### src/vnr_pkg.sv
// Shared constants and codes for the view-to-normal frame rotation block.
package vnr_pkg;

	localparam int COMPONENT_WIDTH_DEF = 16;
	// Fractional bits of the cosine/sine ratios.
	localparam int FRAC = 30;
	// Unsigned quotient width: ratios reach exactly 1.0.
	localparam int QUO_W = FRAC + 1;
	// Signed ratio width.
	localparam int RATIO_W = QUO_W + 1;
	// Entries of the queue between front and back; power of two.
	localparam int QUEUE_DEPTH = 4;

	typedef enum logic [1:0] {
		CASE_VALID = 2'd0,
		CASE_AWAY  = 2'd1,
		CASE_BELOW = 2'd2
	} case_code_t;

	typedef enum logic [1:0] {
		REG_VIEW_X = 2'd0,
		REG_VIEW_Y = 2'd1,
		REG_VIEW_Z = 2'd2
	} reg_index_t;

endpackage

### src/vnr_queue.sv
// Short queue decoupling the front end from the rotation back end.
module vnr_queue #(
	parameter int DW = 8
) (
	input  logic          clk,
	input  logic          arst_n,
	input  logic          push,
	input  logic [DW-1:0] wdata,
	output logic          ready,
	output logic          valid,
	output logic [DW-1:0] rdata,
	input  logic          pop
);

	localparam int DEPTH = vnr_pkg::QUEUE_DEPTH;
	localparam int AW    = $clog2(DEPTH);
	localparam int CW    = AW + 1;

	logic [DW-1:0] mem_q [DEPTH];
	logic [AW-1:0] wp_q, rp_q;
	logic [CW-1:0] cnt_q;
	logic          do_push, do_pop;

	assign ready   = cnt_q != CW'(DEPTH);
	assign valid   = cnt_q != '0;
	assign rdata   = mem_q[rp_q];
	assign do_push = push && ready;
	assign do_pop  = pop && valid;

	always_ff @(posedge clk) begin
		if (do_push) begin
			mem_q[wp_q] <= wdata;
		end
	end

	always_ff @(posedge clk or negedge arst_n) begin
		if (!arst_n) begin
			wp_q  <= '0;
			rp_q  <= '0;
			cnt_q <= '0;
		end else begin
			if (do_push) begin
				wp_q <= wp_q + AW'(1);
			end
			if (do_pop) begin
				rp_q <= rp_q + AW'(1);
			end
			unique case ({do_push, do_pop})
				2'b10:   cnt_q <= cnt_q + CW'(1);
				2'b01:   cnt_q <= cnt_q - CW'(1);
				default: cnt_q <= cnt_q;
			endcase
		end
	end

	a_no_overrun: assert property (@(posedge clk) disable iff (!arst_n)
		push |-> ready)
		else $error("queue pushed while full");

	a_count_track: assert property (@(posedge clk) disable iff (!arst_n)
		1'b1 |=> cnt_q == $past(cnt_q) + CW'($past(do_push)) - CW'($past(do_pop)))
		else $error("queue count out of step with transfers");

endmodule

### config.mk
export PLATFORM = sky130hd
export DESIGN_NAME = vnr_queue
export DESIGN_NICKNAME = d
export VERILOG_FILES = /design/src/vnr_pkg.sv /design/src/vnr_queue.sv
export SDC_FILE = /design/constraint.sdc
export NUM_CORES = 1
export LEC_CHECK = 0
export BUFFER_PORTS_ARGS = -buffer_cell sky130_fd_sc_hd__clkbuf_2
export CORE_AREA = 2 2 55 57
export CTS_BUF_LIST = sky130_fd_sc_hd__clkbuf_4 sky130_fd_sc_hd__clkbuf_8 sky130_fd_sc_hd__clkbuf_16
export DETAILED_ROUTE_END_ITERATION = 10
export DIE_AREA = 0 0 57 59
export GPL_TIMING_DRIVEN = 0
export MAX_ROUTING_LAYER = met4
export PLACE_DENSITY = 0.8
export SYNTH_ARGS = -nofsm -noshare
export SYNTH_HDL_FRONTEND = slang
export SYNTH_SLANG_ARGS = --single-unit
### constraint.sdc
create_clock -name clk -period 5.59 [get_ports clk]
set_input_delay 1.118 -clock clk [delete_from_list [all_inputs] [get_ports clk]]
set_output_delay 1.118 -clock clk [all_outputs]
set_load 0.01 [all_outputs]
==> results.sh <==
export IMPL_outcome="complete, no violations"
export IMPL_holdPathStages=1
export IMPL_pre_cts_slack_ns=3.03
export IMPL_yosysWarnings=0
export IMPL_hold_path_endpoint="cnt_q[2]"
export IMPL_num_antenna_cells=0
export IMPL_synthFlopType="edfxtp_1"
export IMPL_dr_pass1_iters=4
export IMPL_grtUsageTotal_pct=17.3
export IMPL_nets=125
export IMPL_grt_max_degree=12
export IMPL_cap_violations=0
export IMPL_place_gp_congestion=0.738
export IMPL_synth_distinct_cells=19
export IMPL_min_from="cnt_q[2]"
export IMPL_worstPathRequired_ns=4.47
export IMPL_synth_edf_count=32
export IMPL_r2r_slack_ns=3.37
export IMPL_synth_area_um2=1580
export IMPL_die_h_um=59
export IMPL_overflow=0
export IMPL_rsz0062_at_grt="no"
export IMPL_total_power_mw=0.888
export IMPL_skew_ns=0.00864
export IMPL_cts_root_buf="clkbuf_4"
export IMPL_dpl_hpwl_mm=1.69
export IMPL_ys_seq_elements=39
export IMPL_worstReg2RegEnd="cnt_q[2]"
export IMPL_final_cell_mix="32 x edfxtp_1, 21 x clkbuf_2, 8 x mux4_2"
export IMPL_fmax_mhz=360
export IMPL_post_cts_resized=0
export IMPL_worstPathArrival_ns=1.66
export IMPL_clk_latency_ns=0.33
export IMPL_multi_input_area_um2=413
export IMPL_fin_ws_ns=2.81
export IMPL_vias=759
export IMPL_cts_sinks=39
export IMPL_rr_worst_depth=9
export IMPL_grt_pass1_vias=806
export IMPL_synth_async_reset_ratio_pct=17.9
export IMPL_tightest_slew_ns=0.564
export IMPL_stdcell_area_um2=1780
export IMPL_io_buffer_count=21
export IMPL_wire_per_inst_um=16.7
export IMPL_cts_tree="yes"
export IMPL_slew_viol_final=0
export IMPL_synth_area_per_cell_um2=20.0
export IMPL_rows=19
export IMPL_endpoint_kind="output port"
export IMPL_drc=0
export IMPL_cp_start_kind="flop"
export IMPL_slew_headroom_pct=62.4
export IMPL_antenna_found_initial=0
export IMPL_hold_viol=0
export IMPL_initial_core_util_pct=58.3
export IMPL_leakage_nw=0.699
export IMPL_viasPerCell=5.46
export IMPL_layout_commonest_cell="edfxtp_1"
export IMPL_cts_max_path_buffers=2
export IMPL_timing_rr_start="cnt_q[0]"
export IMPL_grt_pass1_wl_mm=3.93
export IMPL_post_cts_buffers=0
export IMPL_hold_path_class="reg2reg"
export IMPL_drive_above_1_share_pct=42.6
export IMPL_die_w_um=57
export IMPL_crit_fanout=9
export IMPL_die_area_um2=3360
export IMPL_fp_coreArea_um2=2710
export IMPL_power_density_nw_per_um2=499
export IMPL_netlist_instances=79
export IMPL_fin_crit_ns=2.78
export IMPL_max_vdd_ir_drop_v=0.000392
export IMPL_crit_type="reg2out"
export IMPL_cts_inserted_buffers=5
export IMPL_area_growth_pct=12.7
export IMPL_synth_nets=97
export IMPL_ios=22
export IMPL_nFillCells=199
export IMPL_yosysSeqAreaShare_pct=71.9
export IMPL_ant_nets=0
export IMPL_drt_iter0_drc=14
export IMPL_tns_ns=0
export IMPL_h_tree_depth=2
export IMPL_drt_wl_total_mm=2.32
export IMPL_postPlaceCellArea_um2=1720
export IMPL_cts_hold_buffers=0
export IMPL_finalSetupViolCount=0
export IMPL_timing_final_crit_share_pct=49.7
export IMPL_cts_reportedPaths_clkPinSlew_ns=0.10
export IMPL_register_area_um2=1140
## cell families (layout without fill, tap and decap cells)
group                    after synthesis  after routing  synth area share, %
AND/OR/NAND/NOR                       10             10                 4.59
buffers and inverters                  8             37                 1.98
adder cells (fa/ha/maj)                6              6                 5.23
XOR/XNOR                               6              6                 3.33
flip-flops                            39             39                 71.9
multiplexers                          10             10                 13.0
## Yosys cell counts, drive strengths merged, types with 2 or more instances
cell type / count / share of area (%)
ha: 5 / 4.0
dfrtp: 7 / 11
and2: 2 / 0.95
inv: 6 / 1.4
buf: 2 / 0.55
and3: 4 / 1.9
mux4: 8 / 11
xor2: 3 / 1.7
xnor2: 3 / 1.7
edfxtp: 32 / 61
## flip-flops by register name, indices dropped and copies added, names as in the netlist
signal	count
cnt_q	3
mem_q	32
rp_q	2
wp_q	2
## worst max-delay path, cell delays in order (launching register included)
cell and delay, ns:
dfrtp_1 0.35, buf_1 0.44, mux4_2 0.40, clkbuf_2 0.14
## stage by stage
stage	util, %	cells	hold slack [ns]
floorplan	-	79	0.447
global placement	63.6	131	0.469
detailed placement	63.6	131	0.475
CTS	65.7	139	0.493
global route	65.7	139	0.526
finish	65.7	139	0.489
## power breakdown
part	switching [mW]	leakage, nW	internal [mW]	total, mW
Combinational	0.167	0.288	0.159	0.327
Clock	0.0811	0.0361	0.0588	0.140
Sequential	0.0281	0.375	0.394	0.422
Total	0.276	0.699	0.612	0.888
## area by class of cell
type	instances	share of cell area, %
plain buffers	2	0.492
well taps	31	2.18
repair buffers	21	5.90
inverters	6	1.26
clock buffers	7	2.95
clock inverters	1	0.281
flip-flops and latches	39	63.8
multi-input cells	32	23.2
## worst max path at each step
stage	start	endpoint	cells after the start
global placement	push	cnt_q[2]	9
floorplan	push	cnt_q[2]	8
CTS	rp_q[1]	rdata[5]	3
detailed placement	push	cnt_q[2]	9
global route	rp_q[1]	rdata[4]	3
finish	rp_q[1]	rdata[5]	3
## metal layers
layer	GRT usage, %	share of wire [%]
met1	20.0	39
met2	27.8	53
met3	5.90	5.9
met4	7.97	1.8
met5	-	0
No activity file was read; power rests on OpenSTA's default activity.
