File: src/vnr_pkg.sv
// Shared constants and codes for the view-to-normal frame rotation block.
package vnr_pkg;

	localparam int COMPONENT_WIDTH_DEF = 16;
	// Fractional bits of the cosine/sine ratios.
	localparam int FRAC = 30;
	// Unsigned quotient width: ratios reach exactly 1.0.
	localparam int QUO_W = FRAC + 1;
	// Signed ratio width.
	localparam int RATIO_W = QUO_W + 1;
	// Entries of the queue between front and back; power of two.
	localparam int QUEUE_DEPTH = 4;

	typedef enum logic [1:0] {
		CASE_VALID = 2'd0,
		CASE_AWAY  = 2'd1,
		CASE_BELOW = 2'd2
	} case_code_t;

	typedef enum logic [1:0] {
		REG_VIEW_X = 2'd0,
		REG_VIEW_Y = 2'd1,
		REG_VIEW_Z = 2'd2
	} reg_index_t;

endpackage

File: src/vnr_if.sv
// Channel interfaces: pixel normals in, rotated view vectors out.
interface vnr_normal_if #(parameter int W = vnr_pkg::COMPONENT_WIDTH_DEF);
	logic                valid;
	logic                ready;
	logic signed [W-1:0] normal_x;
	logic signed [W-1:0] normal_y;
	logic signed [W-1:0] normal_z;
	logic                last_pixel;

	modport source(output valid, output normal_x, output normal_y, output normal_z,
		output last_pixel, input ready);
	modport sink(input valid, input normal_x, input normal_y, input normal_z,
		input last_pixel, output ready);
endinterface


File: src/vnr_front.sv
// Front end: accept normals, classify, form sums of squares for the queue.
module vnr_front #(
	parameter int W = vnr_pkg::COMPONENT_WIDTH_DEF,
	localparam int QDW = 4 + 7 * W
) (
	input  logic           clk,
	input  logic           arst_n,
	vnr_normal_if.sink     nrm,
	output logic           push,
	output logic [QDW-1:0] push_data,
	input  logic           q_ready
);

	logic fen;
	logic v_s1, v_s2;

	logic signed [2*W-1:0] sqa_c, sqb_c, sqc_c;
	logic [W-1:0]          ma_c, mb_c, mc_c;

	logic [2*W-1:0] sqa_s1, sqb_s1, sqc_s1;
	logic [W-1:0]   ma_s1, mb_s1, mc_s1;
	logic           face_s1, last_s1, sa_s1, sb_s1;

	logic [2*W-1:0] sbc_s2, srr_s2;
	logic [W-1:0]   ma_s2, mb_s2, mc_s2;
	logic           face_s2, last_s2, sa_s2, sb_s2;

	// Hold both stages while stage two holds a valid item and the queue is full.
	assign fen       = !(v_s2 && !q_ready);
	assign nrm.ready = fen;
	assign push      = v_s2 && q_ready;
	assign push_data = {face_s2, last_s2, sa_s2, sb_s2, ma_s2, mb_s2, mc_s2, sbc_s2, srr_s2};

	always_comb begin
		sqa_c = nrm.normal_x * nrm.normal_x;
		sqb_c = nrm.normal_y * nrm.normal_y;
		sqc_c = nrm.normal_z * nrm.normal_z;
		ma_c  = nrm.normal_x[W-1] ? W'(-nrm.normal_x) : W'(nrm.normal_x);
		mb_c  = nrm.normal_y[W-1] ? W'(-nrm.normal_y) : W'(nrm.normal_y);
		mc_c  = nrm.normal_z[W-1] ? W'(-nrm.normal_z) : W'(nrm.normal_z);
	end

	always_ff @(posedge clk or negedge arst_n) begin
		if (!arst_n) begin
			v_s1 <= 1'b0;
			v_s2 <= 1'b0;
		end else if (fen) begin
			v_s1 <= nrm.valid;
			v_s2 <= v_s1;
		end
	end

	always_ff @(posedge clk) begin
		if (fen) begin
			sqa_s1  <= sqa_c;
			sqb_s1  <= sqb_c;
			sqc_s1  <= sqc_c;
			ma_s1   <= ma_c;
			mb_s1   <= mb_c;
			mc_s1   <= mc_c;
			// Normal faces away when z is zero or negative.
			face_s1 <= nrm.normal_z[W-1] || (nrm.normal_z == '0);
			last_s1 <= nrm.last_pixel;
			sa_s1   <= nrm.normal_x[W-1];
			sb_s1   <= nrm.normal_y[W-1];

			sbc_s2  <= sqb_s1 + sqc_s1;
			srr_s2  <= sqa_s1 + sqb_s1 + sqc_s1;
			ma_s2   <= ma_s1;
			mb_s2   <= mb_s1;
			mc_s2   <= mc_s1;
			face_s2 <= face_s1;
			last_s2 <= last_s1;
			sa_s2   <= sa_s1;
			sb_s2   <= sb_s1;
		end
	end

endmodule

File: src/flat_wrapper.sv
// flat-port wrapper written by rule: the top's interface ports become plain ports
module vnr_front_flat 
#(
	parameter int W = vnr_pkg::COMPONENT_WIDTH_DEF,
	localparam int QDW = 4 + 7 * W
)
  (clk, arst_n, push, push_data, q_ready, nrm_valid, nrm_normal_x, nrm_normal_y, nrm_normal_z, nrm_last_pixel, nrm_ready);
  vnr_normal_if #(.W(W)) nrm_i ();
  input  logic clk;
  input  logic arst_n;
  output logic push;
  output logic [QDW-1:0] push_data;
  input  logic q_ready;
  input wire logic [$bits(nrm_i.valid)-1:0] nrm_valid;
  input wire logic [$bits(nrm_i.normal_x)-1:0] nrm_normal_x;
  input wire logic [$bits(nrm_i.normal_y)-1:0] nrm_normal_y;
  input wire logic [$bits(nrm_i.normal_z)-1:0] nrm_normal_z;
  input wire logic [$bits(nrm_i.last_pixel)-1:0] nrm_last_pixel;
  output wire logic [$bits(nrm_i.ready)-1:0] nrm_ready;
  assign nrm_i.valid = nrm_valid;
  assign nrm_i.normal_x = nrm_normal_x;
  assign nrm_i.normal_y = nrm_normal_y;
  assign nrm_i.normal_z = nrm_normal_z;
  assign nrm_i.last_pixel = nrm_last_pixel;
  assign nrm_ready = nrm_i.ready;
  vnr_front #(.W(W)) u_core (.clk(clk), .arst_n(arst_n), .nrm(nrm_i), .push(push), .push_data(push_data), .q_ready(q_ready));
endmodule
File: config.mk
export PLATFORM = sky130hd
export DESIGN_NAME = vnr_front_flat
export DESIGN_NICKNAME = d
export VERILOG_FILES = /design/src/vnr_pkg.sv /design/src/vnr_if.sv /design/src/vnr_front.sv /design/src/flat_wrapper.sv
export SDC_FILE = /design/constraint.sdc
export NUM_CORES = 2
export LEC_CHECK = 0
export BUFFER_PORTS_ARGS = -buffer_cell sky130_fd_sc_hd__buf_2
export CORE_MARGIN = 8
export CORE_UTILIZATION = 44
export CTS_BUF_LIST = sky130_fd_sc_hd__clkbuf_8 sky130_fd_sc_hd__clkbuf_16
export DETAILED_ROUTE_END_ITERATION = 12
export REMOVE_ABC_BUFFERS = 1
export SYNTH_ARGS = -nofsm -noshare
export SYNTH_HDL_FRONTEND = slang
export SYNTH_SLANG_ARGS = --single-unit
File: constraint.sdc
create_clock -name clk -period 12.4 [get_ports clk]
set_input_delay 1.86 -clock clk [delete_from_list [all_inputs] [get_ports clk]]
set_output_delay 1.86 -clock clk [all_outputs]
set_load 0.01 [all_outputs]
==> flow_summary.ini <==
[drt]
num_vias = 24900
wl_per_cell_um = 17.3
drt_drc_violations_left = 0
ant_nets = 0
avgViaCountPerCell = 4.97
drt_iter0_drc = 1343
firstDrtPassIters = 5
routed_wl_um = 86800

[clock_tree]
clk_path_buf_depth = 3
insertion_delay_ns = 0.56
clockRootBuffer = clkbuf_16
htree_levels = 2
cts.sinks = 260
cts_resized = 0
cts_buffers = 36
ctsHoldBuffers = 0
cts_tree = yes
cts_setup_buffers = 0
clk_pin_slew_ns = 0.06

[timing]
whs_ns = 0.403
min_period_over_period = 0.704
worst_slew_pin_slew_ns = 0.943
rsz0062_at_grt = false
hold_viol = 0
maxSlewViolCount = 0
setup_tns_ns = 0
fin_skew_ns = 0.0239
finalSetupViolCount = 0
post-route-min-period_ns = 8.73
timing.slew.headroom = 0.371
fmax_ghz = 0.115

[worst_setup_path]
cp_cell_sequence = buf_2, buf_4, clkinv_1, nor2_1, fa_1, fa_1, fa_1, fa_1, fa_1, inv_1, fa_1, inv_1, ha_1, a21o_1, a21o_1, a21o_1, a21o_2, a22o_1, or4_4, a31o_1, a21oi_2, xnor2_1
r2r_slack_ns = 8.04
crit_required_ns = 12.70
crit_path_frequent_cell = fa_1
r2r_start = u_core.sqc_s1[9]
critPathMaxStageDelay_ns = 0.87
path_max_fanout = 27
cp-end-kind = flip-flop
r2r-end = u_core.srr_s2[31]
start_kind = input port
cp_slowest_cell = fa_1
path_delay_family = adder cells
crit_arrival_ns = 9.03
reg2reg_depth = 11
crit_type = in2reg
path_buf_inv = 5

[synthesis]
synth.distinct_cells = 68
yosysSeqAreaShare = 0.202
async_flop_share = 0.00769
synth_enable_flop_cells = 258
synthesis.instances = 3718
synth.yosys.warnings = 0
synth_seq_cells = 260
ys.flop_type = edfxtp_1
syn_area_per_cell_um2 = 10.4
syn_area_um2 = 38500

[place]
gp_congestion = 0.864
portBuffers = 170
post-dp-hpwl_um = 71600
place_area_um2 = 40500

[cells_and_area]
area_growth_syn_to_layout_pct = 8.14
fillerInstances = 8212
mostFrequentLayoutCell = inv_1
nets = 4965
antenna_cells = 0
layout_common_cells = 948 x inv_1, 732 x fa_1, 342 x ha_1
multi_input_area_um2 = 26800
seqCellArea_um2 = 7800
drive_gt1_frac = 0.0696
fin_util = 0.480
post-route-cell-area_um2 = 41600

[hold_path]
min_path_type = reg2reg
whs_endpoint = u_core.mc_s2[11]
hp-start = u_core.mc_s1[11]
min_delay_path_depth = 0

[die]
die_w_um = 312
dieArea_um2 = 97200
start_util = 0.444
die_h_um = 312
std_cell_rows = 108
core_um2 = 86800
pin_count = 171

[global_route]
grt_antenna_before_repair = 7
overflow = 0
grt_usage = 0.182
grt_pass1_vias = 26800
grt_max_degree = 70
grt_pass1_wl_um = 142000

[run_status]
status = completed

[job]
drv_cap = 0
-- how the worst max path moves through the flow --
| stage | start | endpoint | slack (ns) | cells past startpoint |
|---|---|---|---|---|
| 2_1_floorplan | q_ready | nrm_ready | 2.40 | 1 |
| 5_1_grt | nrm_normal_y[15] | u_core.sqb_s1[29] | 3.26 | 21 |
| 3_3_place_gp | nrm_normal_x[15] | u_core.sqa_s1[31] | 3.19 | 22 |
| 6_report | nrm_normal_x[15] | u_core.sqa_s1[31] | 3.67 | 22 |
| 4_1_cts | nrm_normal_x[15] | u_core.sqa_s1[31] | 3.70 | 22 |
| 3_5_place_dp | nrm_normal_x[15] | u_core.sqa_s1[31] | 3.09 | 22 |
-- layout make-up --
class / instances / area share
clock inverters: 28 / 0.00595
inverters: 957 / 0.0863
clock buffers: 36 / 0.0216
repair buffers: 177 / 0.0217
multi-input cells: 2406 / 0.643
well taps: 1155 / 0.0347
flip-flops and latches: 260 / 0.187
-- per-stage QoR --
stage	setup slack (ns)	cells
after detailed placement	3.09	4955
after CTS	3.70	5019
final	3.67	5019
after global placement	3.19	4955
after global routing	3.26	5019
after floorplan	2.40	3623
-- state kept, by name, indices dropped and copies added, names as in the netlist, 16 cells and up --
register and flops:
u_core.sbc_s2 32, u_core.srr_s2 32, u_core.mb_s2 16, u_core.ma_s2 16
u_core.mc_s1 16, u_core.ma_s1 16, u_core.sqb_s1 30, u_core.sqa_s1 30
u_core.mc_s2 16, u_core.sqc_s1 30, u_core.mb_s1 16
-- cell usage after synthesis, types with 4 or more instances --
master,instances,area share
a211oi_1,17,0.0033
a21o_1,49,0.0096
a21oi_1,102,0.013
a31o_2,18,0.0041
a31oi_1,9,0.0015
and2_1,97,0.016
and3_1,14,0.0023
buf_1,8,0.00078
buf_4,4,0.00078
clkbuf_1,85,0.0083
clkinv_1,11,0.0011
edfxtp_1,258,0.20
fa_1,732,0.38
ha_1,342,0.11
inv_1,943,0.092
nand2_1,274,0.027
nand2b_1,18,0.0029
nand3_1,34,0.0044
nand4_1,10,0.0016
nor2_1,196,0.019
nor2b_1,15,0.0024
nor3_1,35,0.0045
o211ai_1,5,0.00097
o21a_1,26,0.0051
o21ai_0,68,0.0088
o21bai_1,19,0.0037
o31a_1,6,0.0014
o31ai_1,14,0.0027
o41ai_1,6,0.0014
or2_2,7,0.0011
or3_1,13,0.0021
or4_1,5,0.00097
xnor2_1,181,0.041
xor2_1,44,0.010
-- worst register-to-register path, cell delays in order, from the launching register on --
cell	delay [ns]
edfxtp_1	0.43
fa_1	0.50
ha_1	0.38
a21oi_1	0.18
a31oi_1	0.10
a211oi_1	0.62
o211ai_1	0.32
a21oi_1	0.39
a21oi_1	0.17
o41ai_2	0.40
nor2_1	0.10
a211oi_1	0.48
-- logic make-up (layout without fill, tap and decap cells) --
group	after synthesis	count (layout)	synth area share
xor+xnor	225	225	0.0512
flops	260	260	0.202
buf+inv	1054	1198	0.103
other cells	1	3	0.0000974
mux	4	4	0.00107
simple gates	731	731	0.0868
fa+ha+maj	1074	1074	0.492
compound gates	369	369	0.0636
-- per-layer routing --
metal / share of wire / track usage / up-vias / wire, um
met5: 0.00010 / 0 / - / 9
met4: 0.022 / 0.0409 / 2 / 1910
met3: 0.061 / 0.0320 / 96 / 5300
met2: 0.47 / 0.295 / 549 / 40400
met1: 0.45 / 0.254 / 12600 / 39200
li1: - / - / 11700 / -
Power is not shown: default switching activity piles up to over one toggle a cycle in this logic, so the estimate is an artifact.
